$ cat src/band_level_light_organ_core_assert.svh
// Assertion macros used by the band level light organ datapath.
`ifndef BAND_LEVEL_LIGHT_ORGAN_CORE_ASSERT_SVH
`define BAND_LEVEL_LIGHT_ORGAN_CORE_ASSERT_SVH

// Property checked on every clock edge outside reset.
`define BLO_ASSERT(lbl, prop, msg) \
    lbl: assert property (@(posedge aclk) disable iff (!aresetn) (prop)) else $error(msg);

// Implication checked only once the previous edge was also out of reset.
`define BLO_ASSERT_SETTLED(lbl, cond, conseq, msg) \
    lbl: assert property (@(posedge aclk) disable iff (!aresetn) \
        ($past(aresetn) && (cond)) |-> (conseq)) else $error(msg);

`endif

$ cat src/blo_pkg.sv
// Package with the types, constants and microcode program of the light organ core.
`default_nettype none

package blo_pkg;

    // Item fields and configuration register widths.
    localparam int MAG_W      = 16;
    localparam int LEVEL_W    = 20;
    localparam int DECAY_W    = 16;
    localparam int FLOOR_W    = 19;
    localparam int STEPS_W    = 4;
    localparam int CFG_W      = 19;
    localparam int CFG_IDX_W  = 2;
    localparam int LAMP_COUNT = 4;
    localparam int M_DATA_W   = 8;

    // Frame layout.
    localparam int BINS_PER_FRAME = 32;
    localparam int BINS_PER_BAND  = 8;
    localparam int NUM_BANDS      = 4;
    localparam int BAND_W         = 2;
    localparam int POS_W          = $clog2(BINS_PER_FRAME + 1);

    // Datapath widths.
    localparam int PROD_W      = LEVEL_W + DECAY_W;
    localparam int LAMP_PROD_W = LEVEL_W + STEPS_W;
    localparam int UPC_W       = 3;

    // Reset values.
    localparam logic [DECAY_W-1:0] HOLD_DECAY_RESET    = DECAY_W'(62259);
    localparam logic [DECAY_W-1:0] CEILING_DECAY_RESET = DECAY_W'(65470);
    localparam logic [FLOOR_W-1:0] FLOOR_RESET         = '0;
    localparam logic [STEPS_W-1:0] STEPS_RESET         = STEPS_W'(3);
    localparam logic [LEVEL_W-1:0] CEILING_RESET       = LEVEL_W'(12000);

    // Configuration register indexes.
    typedef enum logic [CFG_IDX_W-1:0] {
        REG_HOLD_DECAY    = 2'd0,
        REG_CEILING_DECAY = 2'd1,
        REG_FLOOR_LEVEL   = 2'd2,
        REG_LEVEL_STEPS   = 2'd3
    } cfg_reg_t;

    // Datapath operation of one microcode step.
    typedef enum logic [2:0] {
        OP_ACCEPT,
        OP_HOLD_MUL,
        OP_HOLD_MAX,
        OP_CEIL_MUL,
        OP_CEIL_SET,
        OP_LAMP_MUL,
        OP_LAMP_CMP,
        OP_EMIT
    } op_t;

    // Jump condition of one microcode step.
    typedef enum logic [1:0] {
        JC_NEXT,
        JC_ALWAYS,
        JC_BAND_MORE,
        JC_NO_FRAME_END
    } jump_cond_t;

    typedef struct packed {
        op_t              op;
        jump_cond_t       cond;
        logic [UPC_W-1:0] target;
    } ucode_t;

    // Control from the sequencer to the datapath.
    typedef struct packed {
        op_t op;
    } ctrl_t;

    // Status from the datapath to the sequencer.
    typedef struct packed {
        logic frame_end;
        logic band_more;
        logic out_busy;
    } status_t;

    // Microcode program. The accept step loops on itself until the last bin of a
    // frame arrives; the two band loops reuse one step pair for all four bands.
    function automatic ucode_t ucode_rom(input logic [UPC_W-1:0] addr);
        ucode_t word;
        unique case (addr)
            3'd0: word = '{op: OP_ACCEPT,   cond: JC_NO_FRAME_END, target: 3'd0};
            3'd1: word = '{op: OP_HOLD_MUL, cond: JC_NEXT,         target: 3'd0};
            3'd2: word = '{op: OP_HOLD_MAX, cond: JC_BAND_MORE,    target: 3'd1};
            3'd3: word = '{op: OP_CEIL_MUL, cond: JC_NEXT,         target: 3'd0};
            3'd4: word = '{op: OP_CEIL_SET, cond: JC_NEXT,         target: 3'd0};
            3'd5: word = '{op: OP_LAMP_MUL, cond: JC_NEXT,         target: 3'd0};
            3'd6: word = '{op: OP_LAMP_CMP, cond: JC_BAND_MORE,    target: 3'd5};
            3'd7: word = '{op: OP_EMIT,     cond: JC_ALWAYS,       target: 3'd0};
            default: word = '{op: OP_ACCEPT, cond: JC_NEXT, target: 3'd0};
        endcase
        return word;
    endfunction

endpackage

`default_nettype wire

$ cat src/band_level_light_organ_core.sv
// Top level of the band level light organ: sequencer plus datapath.
//
//   Channel   Direction  Handshake           Payload
//   s_        in         s_tvalid/s_tready   s_tdata = bin magnitude, s_tlast = frame end
//   m_        out        m_tvalid/m_tready   m_tdata = four lamp bits
//   cfg_      in         cfg_we              cfg_index selects register, cfg_data value
//
// A bin that does not end a frame is taken in the accept step alone.
// The bin that ends a frame runs through accept, two steps per band for the
// hold decay multiply and max, two for the ceiling update, two per band for the
// lamp compare, and one emit step; the one 20x16 decay multiplier is shared
// by the hold and ceiling multiply steps.
// Reset is synchronous and active low; it restores the register defaults, clears
// sums and held levels, and sets the gain ceiling to 12000.
// The emit step waits while the output register still holds an untaken item;
// the next frame's bins are accepted while a finished result waits on m_.
`default_nettype none

module band_level_light_organ_core (
    input  logic                           aclk,
    input  logic                           aresetn,
    // Configuration write port.
    input  logic                           cfg_we,
    input  logic [blo_pkg::CFG_IDX_W-1:0]  cfg_index,
    input  logic [blo_pkg::CFG_W-1:0]      cfg_data,
    // Input stream.
    input  logic                           s_tvalid,
    output logic                           s_tready,
    input  logic [blo_pkg::MAG_W-1:0]      s_tdata,   // [15:0] bin_magnitude
    input  logic                           s_tlast,   // frame_last
    // Result stream.
    output logic                           m_tvalid,
    input  logic                           m_tready,
    output logic [blo_pkg::M_DATA_W-1:0]   m_tdata    // [0] lamp_band1, [1] lamp_band2,
                                                      // [2] lamp_band3, [3] lamp_band4,
                                                      // [7:4] zero
);

    // The sequencer steps through the program and tells the datapath what to do;
    // the datapath reports frame end, band loop progress and output backpressure.
    blo_pkg::ctrl_t   ctrl;
    blo_pkg::status_t status;

    blo_sequencer u_seq (
        .aclk    (aclk),
        .aresetn (aresetn),
        .status  (status),
        .ctrl    (ctrl)
    );

    blo_datapath u_dp (
        .aclk      (aclk),
        .aresetn   (aresetn),
        .ctrl      (ctrl),
        .status    (status),
        .cfg_we    (cfg_we),
        .cfg_index (cfg_index),
        .cfg_data  (cfg_data),
        .s_tvalid  (s_tvalid),
        .s_tready  (s_tready),
        .s_tdata   (s_tdata),
        .s_tlast   (s_tlast),
        .m_tvalid  (m_tvalid),
        .m_tready  (m_tready),
        .m_tdata   (m_tdata)
    );

endmodule

`default_nettype wire

$ cat src/blo_sequencer.sv
// Microcode sequencer: step counter, program table and jump logic.
`default_nettype none

module blo_sequencer (
    input  logic              aclk,
    input  logic              aresetn,
    input  blo_pkg::status_t  status,
    output blo_pkg::ctrl_t    ctrl
);

    logic [blo_pkg::UPC_W-1:0] pc_reg;
    logic [blo_pkg::UPC_W-1:0] pc_next;
    blo_pkg::ucode_t           word;
    logic                      take;
    logic                      stall;

    assign word    = blo_pkg::ucode_rom(pc_reg);
    assign ctrl.op = word.op;

    // The emit step holds while the output register still holds an untaken item.
    assign stall = (word.op == blo_pkg::OP_EMIT) && status.out_busy;

    always_comb begin
        unique case (word.cond)
            blo_pkg::JC_NEXT:         take = 1'b0;
            blo_pkg::JC_ALWAYS:       take = 1'b1;
            blo_pkg::JC_BAND_MORE:    take = status.band_more;
            blo_pkg::JC_NO_FRAME_END: take = !status.frame_end;
            default:                  take = 1'b0;
        endcase
        if (stall) begin
            pc_next = pc_reg;
        end else if (take) begin
            pc_next = word.target;
        end else begin
            pc_next = pc_reg + blo_pkg::UPC_W'(1);
        end
    end

    always_ff @(posedge aclk) begin
        if (!aresetn) begin
            pc_reg <= '0;
        end else begin
            pc_reg <= pc_next;
        end
    end

endmodule

`default_nettype wire

$ cat src/blo_datapath.sv
// Datapath: band sums, held levels, gain ceiling, shared multiplier and lamp compare.
`default_nettype none

`include "band_level_light_organ_core_assert.svh"

module blo_datapath (
    input  logic                            aclk,
    input  logic                            aresetn,
    input  blo_pkg::ctrl_t                  ctrl,
    output blo_pkg::status_t                status,
    input  logic                            cfg_we,
    input  logic [blo_pkg::CFG_IDX_W-1:0]   cfg_index,
    input  logic [blo_pkg::CFG_W-1:0]       cfg_data,
    input  logic                            s_tvalid,
    output logic                            s_tready,
    input  logic [blo_pkg::MAG_W-1:0]       s_tdata,
    input  logic                            s_tlast,
    output logic                            m_tvalid,
    input  logic                            m_tready,
    output logic [blo_pkg::M_DATA_W-1:0]    m_tdata
);

    localparam int LW = blo_pkg::LEVEL_W;

    // Configuration registers.
    logic [blo_pkg::DECAY_W-1:0] hold_decay_reg;
    logic [blo_pkg::DECAY_W-1:0] ceil_decay_reg;
    logic [blo_pkg::FLOOR_W-1:0] floor_reg;
    logic [blo_pkg::STEPS_W-1:0] steps_reg;

    // Frame state.
    logic [blo_pkg::POS_W-1:0]  pos_reg, pos_next;
    logic [LW-1:0]              acc_reg [blo_pkg::NUM_BANDS];
    logic [LW-1:0]              acc_next [blo_pkg::NUM_BANDS];
    logic [LW-1:0]              held_reg [blo_pkg::NUM_BANDS];
    logic [LW-1:0]              held_next [blo_pkg::NUM_BANDS];
    logic [LW-1:0]              ceil_reg, ceil_next;
    logic [LW-1:0]              top_reg, top_next;
    logic                       over_reg, over_next;
    logic [blo_pkg::BAND_W-1:0] band_reg, band_next;
    logic [blo_pkg::LAMP_COUNT-1:0] lamp_reg, lamp_next;
    logic                       m_valid_reg, m_valid_next;

    // Payload registers.
    logic [blo_pkg::PROD_W-1:0]      prod_reg, prod_next;
    logic [blo_pkg::LAMP_PROD_W-1:0] lamp_prod_reg, lamp_prod_next;
    logic                            lamp_pos_reg, lamp_pos_next;
    logic [blo_pkg::LAMP_COUNT-1:0]  m_lamp_reg, m_lamp_next;

    // Combinational helpers.
    logic                            fire;
    logic [blo_pkg::POS_W-1:0]       pos_band;
    logic                            in_band;
    logic [blo_pkg::BAND_W-1:0]      acc_idx;
    logic [LW-1:0]                   acc_rd;
    logic [LW:0]                     acc_sum;
    logic [LW-1:0]                   acc_sat;
    logic [LW-1:0]                   mul_a;
    logic [blo_pkg::DECAY_W-1:0]     mul_b;
    logic [LW-1:0]                   decayed;
    logic [LW-1:0]                   level;
    logic [LW-1:0]                   lvl_rd;
    logic [LW-1:0]                   floor_ext;
    logic [LW-1:0]                   lvl_diff;
    logic [LW-1:0]                   span;
    logic                            ceil_ok;
    logic [blo_pkg::LAMP_PROD_W-1:0] thresh;
    logic                            out_load;

    assign s_tready = (ctrl.op == blo_pkg::OP_ACCEPT);
    assign fire     = s_tvalid && s_tready;

    assign status.frame_end = fire && s_tlast;
    assign status.band_more = (band_reg != blo_pkg::BAND_W'(blo_pkg::NUM_BANDS - 1));
    assign status.out_busy  = m_valid_reg && !m_tready;

    // Bin 0 and bins past the last band do not count.
    assign pos_band = blo_pkg::POS_W'(pos_reg / blo_pkg::BINS_PER_BAND);
    assign in_band  = (pos_reg != '0)
                   && (pos_reg < blo_pkg::POS_W'(blo_pkg::BINS_PER_FRAME))
                   && (pos_band < blo_pkg::POS_W'(blo_pkg::NUM_BANDS));

    assign acc_idx = (ctrl.op == blo_pkg::OP_ACCEPT) ? pos_band[blo_pkg::BAND_W-1:0]
                                                     : band_reg;
    assign acc_rd  = acc_reg[acc_idx];
    assign acc_sum = {1'b0, acc_rd} + (LW + 1)'(s_tdata);
    assign acc_sat = acc_sum[LW] ? {LW{1'b1}} : acc_sum[LW-1:0];

    // One shared multiplier serves both decay products.
    assign lvl_rd  = held_reg[band_reg];
    assign mul_a   = (ctrl.op == blo_pkg::OP_CEIL_MUL) ? ceil_reg : lvl_rd;
    assign mul_b   = (ctrl.op == blo_pkg::OP_CEIL_MUL) ? ceil_decay_reg : hold_decay_reg;
    assign decayed = prod_reg[blo_pkg::PROD_W-1:blo_pkg::DECAY_W];
    assign level   = (acc_rd < decayed) ? decayed : acc_rd;

    // The lamp test compares (level - floor) * steps with one or two spans,
    // which is the same as the truncated quotient exceeding zero or one.
    assign floor_ext = LW'(floor_reg);
    assign lvl_diff  = lvl_rd - floor_ext;
    assign span      = ceil_reg - floor_ext;
    assign ceil_ok   = ceil_reg > floor_ext;
    assign thresh    = (band_reg == '0) ? blo_pkg::LAMP_PROD_W'({span, 1'b0})
                                        : blo_pkg::LAMP_PROD_W'(span);

    assign out_load = (ctrl.op == blo_pkg::OP_EMIT) && !status.out_busy;

    always_comb begin
        pos_next       = pos_reg;
        acc_next       = acc_reg;
        held_next      = held_reg;
        ceil_next      = ceil_reg;
        top_next       = top_reg;
        over_next      = over_reg;
        band_next      = band_reg;
        lamp_next      = lamp_reg;
        prod_next      = prod_reg;
        lamp_prod_next = lamp_prod_reg;
        lamp_pos_next  = lamp_pos_reg;
        m_lamp_next    = m_lamp_reg;
        m_valid_next   = m_valid_reg && !m_tready;

        unique case (ctrl.op)
            blo_pkg::OP_ACCEPT: begin
                if (fire) begin
                    if (in_band) begin
                        acc_next[acc_idx] = acc_sat;
                    end
                    if (s_tlast) begin
                        pos_next = '0;
                    end else if (pos_reg < blo_pkg::POS_W'(blo_pkg::BINS_PER_FRAME)) begin
                        pos_next = pos_reg + blo_pkg::POS_W'(1);
                    end
                end
            end
            blo_pkg::OP_HOLD_MUL, blo_pkg::OP_CEIL_MUL: begin
                prod_next = blo_pkg::PROD_W'(mul_a) * blo_pkg::PROD_W'(mul_b);
            end
            blo_pkg::OP_HOLD_MAX: begin
                held_next[band_reg] = level;
                acc_next[band_reg]  = '0;
                if (level > ceil_reg) begin
                    over_next = 1'b1;
                end
                if (level > top_reg) begin
                    top_next = level;
                end
                band_next = band_reg + blo_pkg::BAND_W'(1);
            end
            blo_pkg::OP_CEIL_SET: begin
                ceil_next = over_reg ? top_reg : decayed;
            end
            blo_pkg::OP_LAMP_MUL: begin
                lamp_pos_next  = lvl_rd > floor_ext;
                lamp_prod_next = blo_pkg::LAMP_PROD_W'(lvl_diff)
                               * blo_pkg::LAMP_PROD_W'(steps_reg);
            end
            blo_pkg::OP_LAMP_CMP: begin
                lamp_next[band_reg] = lamp_pos_reg && ceil_ok && (lamp_prod_reg >= thresh);
                band_next           = band_reg + blo_pkg::BAND_W'(1);
            end
            blo_pkg::OP_EMIT: begin
                if (out_load) begin
                    m_valid_next = 1'b1;
                    m_lamp_next  = lamp_reg;
                    over_next    = 1'b0;
                    top_next     = '0;
                end
            end
            default: begin
                pos_next = pos_reg;
            end
        endcase
    end

    always_ff @(posedge aclk) begin
        if (!aresetn) begin
            hold_decay_reg <= blo_pkg::HOLD_DECAY_RESET;
            ceil_decay_reg <= blo_pkg::CEILING_DECAY_RESET;
            floor_reg      <= blo_pkg::FLOOR_RESET;
            steps_reg      <= blo_pkg::STEPS_RESET;
        end else if (cfg_we) begin
            unique case (blo_pkg::cfg_reg_t'(cfg_index))
                blo_pkg::REG_HOLD_DECAY:    hold_decay_reg <= cfg_data[blo_pkg::DECAY_W-1:0];
                blo_pkg::REG_CEILING_DECAY: ceil_decay_reg <= cfg_data[blo_pkg::DECAY_W-1:0];
                blo_pkg::REG_FLOOR_LEVEL:   floor_reg      <= cfg_data[blo_pkg::FLOOR_W-1:0];
                blo_pkg::REG_LEVEL_STEPS:   steps_reg      <= cfg_data[blo_pkg::STEPS_W-1:0];
                default:                    steps_reg      <= steps_reg;
            endcase
        end
    end

    always_ff @(posedge aclk) begin
        if (!aresetn) begin
            pos_reg     <= '0;
            acc_reg     <= '{default: '0};
            held_reg    <= '{default: '0};
            ceil_reg    <= blo_pkg::CEILING_RESET;
            top_reg     <= '0;
            over_reg    <= 1'b0;
            band_reg    <= '0;
            lamp_reg    <= '0;
            m_valid_reg <= 1'b0;
        end else begin
            pos_reg     <= pos_next;
            acc_reg     <= acc_next;
            held_reg    <= held_next;
            ceil_reg    <= ceil_next;
            top_reg     <= top_next;
            over_reg    <= over_next;
            band_reg    <= band_next;
            lamp_reg    <= lamp_next;
            m_valid_reg <= m_valid_next;
        end
    end

    always_ff @(posedge aclk) begin
        prod_reg      <= prod_next;
        lamp_prod_reg <= lamp_prod_next;
        lamp_pos_reg  <= lamp_pos_next;
        m_lamp_reg    <= m_lamp_next;
    end

    assign m_tvalid = m_valid_reg;
    assign m_tdata  = blo_pkg::M_DATA_W'(m_lamp_reg);

    `BLO_ASSERT_SETTLED(a_out_from_emit, $rose(m_valid_reg), $past(ctrl.op == blo_pkg::OP_EMIT), "result appeared outside the emit step")
    `BLO_ASSERT_SETTLED(a_ceil_from_set, !$stable(ceil_reg), $past(ctrl.op == blo_pkg::OP_CEIL_SET), "ceiling changed outside the ceiling update step")
    `BLO_ASSERT(a_sums_cleared, (ctrl.op == blo_pkg::OP_EMIT) |-> (acc_reg[0] == '0 && acc_reg[1] == '0 && acc_reg[2] == '0 && acc_reg[3] == '0), "band sums not cleared before emit")
    `BLO_ASSERT(a_pos_idle, (ctrl.op != blo_pkg::OP_ACCEPT) |-> (pos_reg == '0), "bin position not rewound during frame end processing")

endmodule

`default_nettype wire

$ cat config.mk
export PLATFORM = sky130hd
export DESIGN_NAME = band_level_light_organ_core
export DESIGN_NICKNAME = d
export VERILOG_FILES = /design/src/blo_pkg.sv /design/src/band_level_light_organ_core.sv /design/src/blo_sequencer.sv /design/src/blo_datapath.sv
export VERILOG_INCLUDE_DIRS = /design/src /design/src/src
export SDC_FILE = /design/constraint.sdc
export NUM_CORES = 2
export LEC_CHECK = 0
export ABC_AREA = 1
export BUFFER_PORTS_ARGS = -buffer_cell sky130_fd_sc_hd__buf_2
export CAP_MARGIN = 10
export CORE_UTILIZATION = 40
export CTS_CLUSTER_DIAMETER = 150
export DETAILED_ROUTE_END_ITERATION = 12
export GPL_ROUTABILITY_DRIVEN = 0
export PLACE_DENSITY = 0.59
export REMOVE_ABC_BUFFERS = 1
export SLEW_MARGIN = 20
export SYNTH_ARGS = -nofsm -noshare
export SYNTH_HDL_FRONTEND = slang
export SYNTH_SLANG_ARGS = --single-unit
$ cat constraint.sdc
create_clock -name aclk -period 7.2 [get_ports aclk]
set_input_delay 1.44 -clock aclk [delete_from_list [all_inputs] [get_ports aclk]]
set_output_delay 1.44 -clock aclk [all_outputs]
set_load 0.01 [all_outputs]
==> summary.txt <==
Outcome
  – Status: finished clean

Synth
  – Cell taking the most area after synthesis: fa_1
  – Top cell type's share of synthesized area: 18.2%
  – Netlist Area Pre-Place: 31,700 um2
  – Seq/Total Area, Yosys: 22.2%
  – Netlist cell types: 54
  – Count leader, synth: nand2_1
  – Synthesis Warnings: 0
  – Seq cells post-synth: 328
  – Async SR Flop Fraction: 0%
  – Syn Area/Cell: 7.40 um2
  – Top post-synthesis cells by area: fa_1, dfxtp_1, ha_1
  – Most common library cells after synthesis: nand2_1, inv_1, a21oi_1
  – Dominant synthesized flop cell: dfxtp_1
  – Post-Syn Instances: 4,291
  – Post-synth EDFFs: 49

Critical path
  – Critical-path maximum fanout: 24
  – Crit. End Element: flip-flop
  – Critical Path RT: 7.52 ns
  – Slowest cell delay on critical path: 0.55 ns
  – CP max-delay cell: fa_1
  – CP top delay family: adder cells
  – Crit Path Class: reg2reg
  – CP most frequent cell: fa_1
  – Arrival @ worst endpoint: 7.20 ns
  – Buffer and inverter count on the worst path: 8
  – Startpoint types: flip-flop

STA
  – Setup TNS: 0 ns
  – Pins Over Slew Limit: 0
  – Final setup fails: 0
  – Hold WS: 0.428 ns
  – Worst Max-Slew Pin Slew: 1.18 ns
  – Final min period: 6.87 ns
  – Final period utilization: 95.5%
  – Final worst slack: 0.326 ns
  – Fmax: 145 MHz
  – Max-slew headroom: 21.3%
  – Clock skew: 0.0275 ns
  – Hold Vio Cnt, Final: 0
  – RSZ-0062 raised after global routing: no

Drt
  – Wire length per cell: 18.3 um
  – Antenna-violating nets left: 0
  – # DRC: 0
  – DRT iter0 DRCs: 2,255
  – TritonRoute pass-1 iters: 5
  – Avg Vias per Cell: 5.24
  – Via count: 28,200
  – DRT Wirelength: 98,500 um

GRT
  – M3 GR Usage: 3.59%
  – GRT met1 Usage: 32.4%
  – Met2 Resource Use GR: 39.4%
  – First-pass GRT wire length: 154,000 um
  – GRT overflow: 0
  – Gr usage total: 24.2%
  – Vias in the first global route: 27,300
  – GRT Max-Usage Layer: met2
  – Initial antenna violation count: 0
  – Largest net degree at the start of global routing: 80

Floorplan
  – Die Y: 284 um
  – Die area: 80,500 um2
  – Die width: 284 um
  – Std-Cell Rows: 102
  – IO Pins: 53
  – Core area: 78,000 um2
  – Initial Util: 40.7%

CTS
  – CTS max path bufs: 3
  – Clock root cell: clkbuf_16
  – Reg clk slew, reported paths: 0.06 ns
  – CTS buffer count: 37
  – Worst-Skew Late Latency: 0.58 ns
  – Htree depth: 2
  – CTS Hold Buffers Added: 0
  – CTS tree: built
  – CTS sink cnt: 328

Min path
  – Hold crit path type: reg2reg

Place
  – PortBufs: 48
  – Dpl cell area: 33,200 um2
  – Setup WS pre-CTS: 0.0322 ns
  – Dpl hpwl: 77,100 um

Cells and area
  – Ant diodes: 0
  – Syn-to-layout area delta: 8.74%
  – Finished Cell Area: 34,500 um2
  – Layout cells sized above 1: 7.06%
  – Nets: 4,912

Pwr
  – Pwr Density: 237 nW/um2
  – Max IR drop VDD: 201 uV
  – Pwr Total: 8160 uW
  – Leak Pwr: 0.0171 uW

Flow run
  – Maxcap violations: 0
-- metal layers --
metal	up-vias	wire, um
li1	13700	-
met1	13500	43500
met2	835	45300
met3	187	6020
met4	0	3600
met5	-	0
-- worst paths after layout --
kind,startpoint,to,slack (ns),cells past startpoint
worst max-delay path,u_dp.band_reg[1]$_SDFFE_PN0P_,u_dp.prod_reg[32]$_DFFE_PP_,0.33,27
worst min-delay path,u_dp.lamp_reg[2]$_SDFFE_PN0P_,u_dp.m_lamp_reg[2]$_DFFE_PP_,0.43,0
worst max register to register,u_dp.band_reg[1]$_SDFFE_PN0P_,u_dp.prod_reg[32]$_DFFE_PP_,0.33,27
worst min register to register,u_dp.lamp_reg[2]$_SDFFE_PN0P_,u_dp.m_lamp_reg[2]$_DFFE_PP_,0.43,0
-- placed cells by master, fill, tap and decap left out, types with 17 or more instances in the layout --
cell type | Yosys | final
nor2_1 | 330 | 326
o221ai_1 | 19 | 19
nand3_1 | 158 | 157
edfxtp_1 | 49 | 49
a31oi_1 | 27 | 27
buf_4 | 7 | 82
clkbuf_16 | 0 | 38
buf_2 | 24 | 47
o21bai_1 | 49 | 49
xnor2_1 | 27 | 27
xor2_1 | 45 | 45
nor3_1 | 23 | 20
inv_2 | 8 | 18
inv_1 | 746 | 739
a21oi_1 | 363 | 362
nand4_1 | 24 | 24
nand2_1 | 905 | 905
nand2_2 | 30 | 29
fa_1 | 288 | 288
o211ai_1 | 34 | 34
o21ai_1 | 20 | 27
ha_1 | 274 | 274
o21a_1 | 17 | 17
o21ai_0 | 290 | 281
dfxtp_1 | 279 | 276
or2_2 | 24 | 24
-- logic make-up (layout without fill, tap and decap cells) --
logic type | Yosys count | after routing | share of synthesized area [%]
adders and majority gates | 562 | 562 | 29.0
DFF | 328 | 328 | 22.2
and+or+nand+nor | 1531 | 1531 | 20.0
buffers and inverters | 924 | 965 | 11.3
xor gates and xnor gates | 72 | 72 | 1.99
muxes | 3 | 3 | 0.0946
AOI/OAI and AO/OA | 870 | 870 | 15.4
other | 1 | 4 | 0.0118
-- per-stage QoR --
stage,util (%),instances
3_3_place_gp,42.5,5300
5_1_grt,44.3,5375
3_5_place_dp,42.5,5300
2_1_floorplan,-,4138
4_1_cts,44.1,5367
6_report,44.3,5375
-- timing repair --
item                                    4_1_cts  5_1_grt
gates resized for setup                       1       26
setup buffers                                 0        8
endpoints found under the setup margin        1       39
hold endpoints to repair                      0        0
pin swaps                                     0        1
-- power breakdown --
part           switching [uW]  total (uW)  internal, uW
registers                69.4        2110          2040
logic                    2670        4100          1420
clock network             834        1960          1120
total                    3580        8160          4590
-- layout make-up --
| class | count | area, um2 |
|---|---|---|
| Fill cell | 8008 | 43500 |
| Multi-Input combinational cell | 3042 | 21200 |
| Sequential cell | 328 | 7060 |
| Inverter | 768 | 2900 |
| Tap cell | 1040 | 1300 |
| Clock buffer | 51 | 1030 |
| Timing Repair Buffer | 130 | 862 |
| Clock inverter | 16 | 194 |
Power figures use the tool's default switching activity.
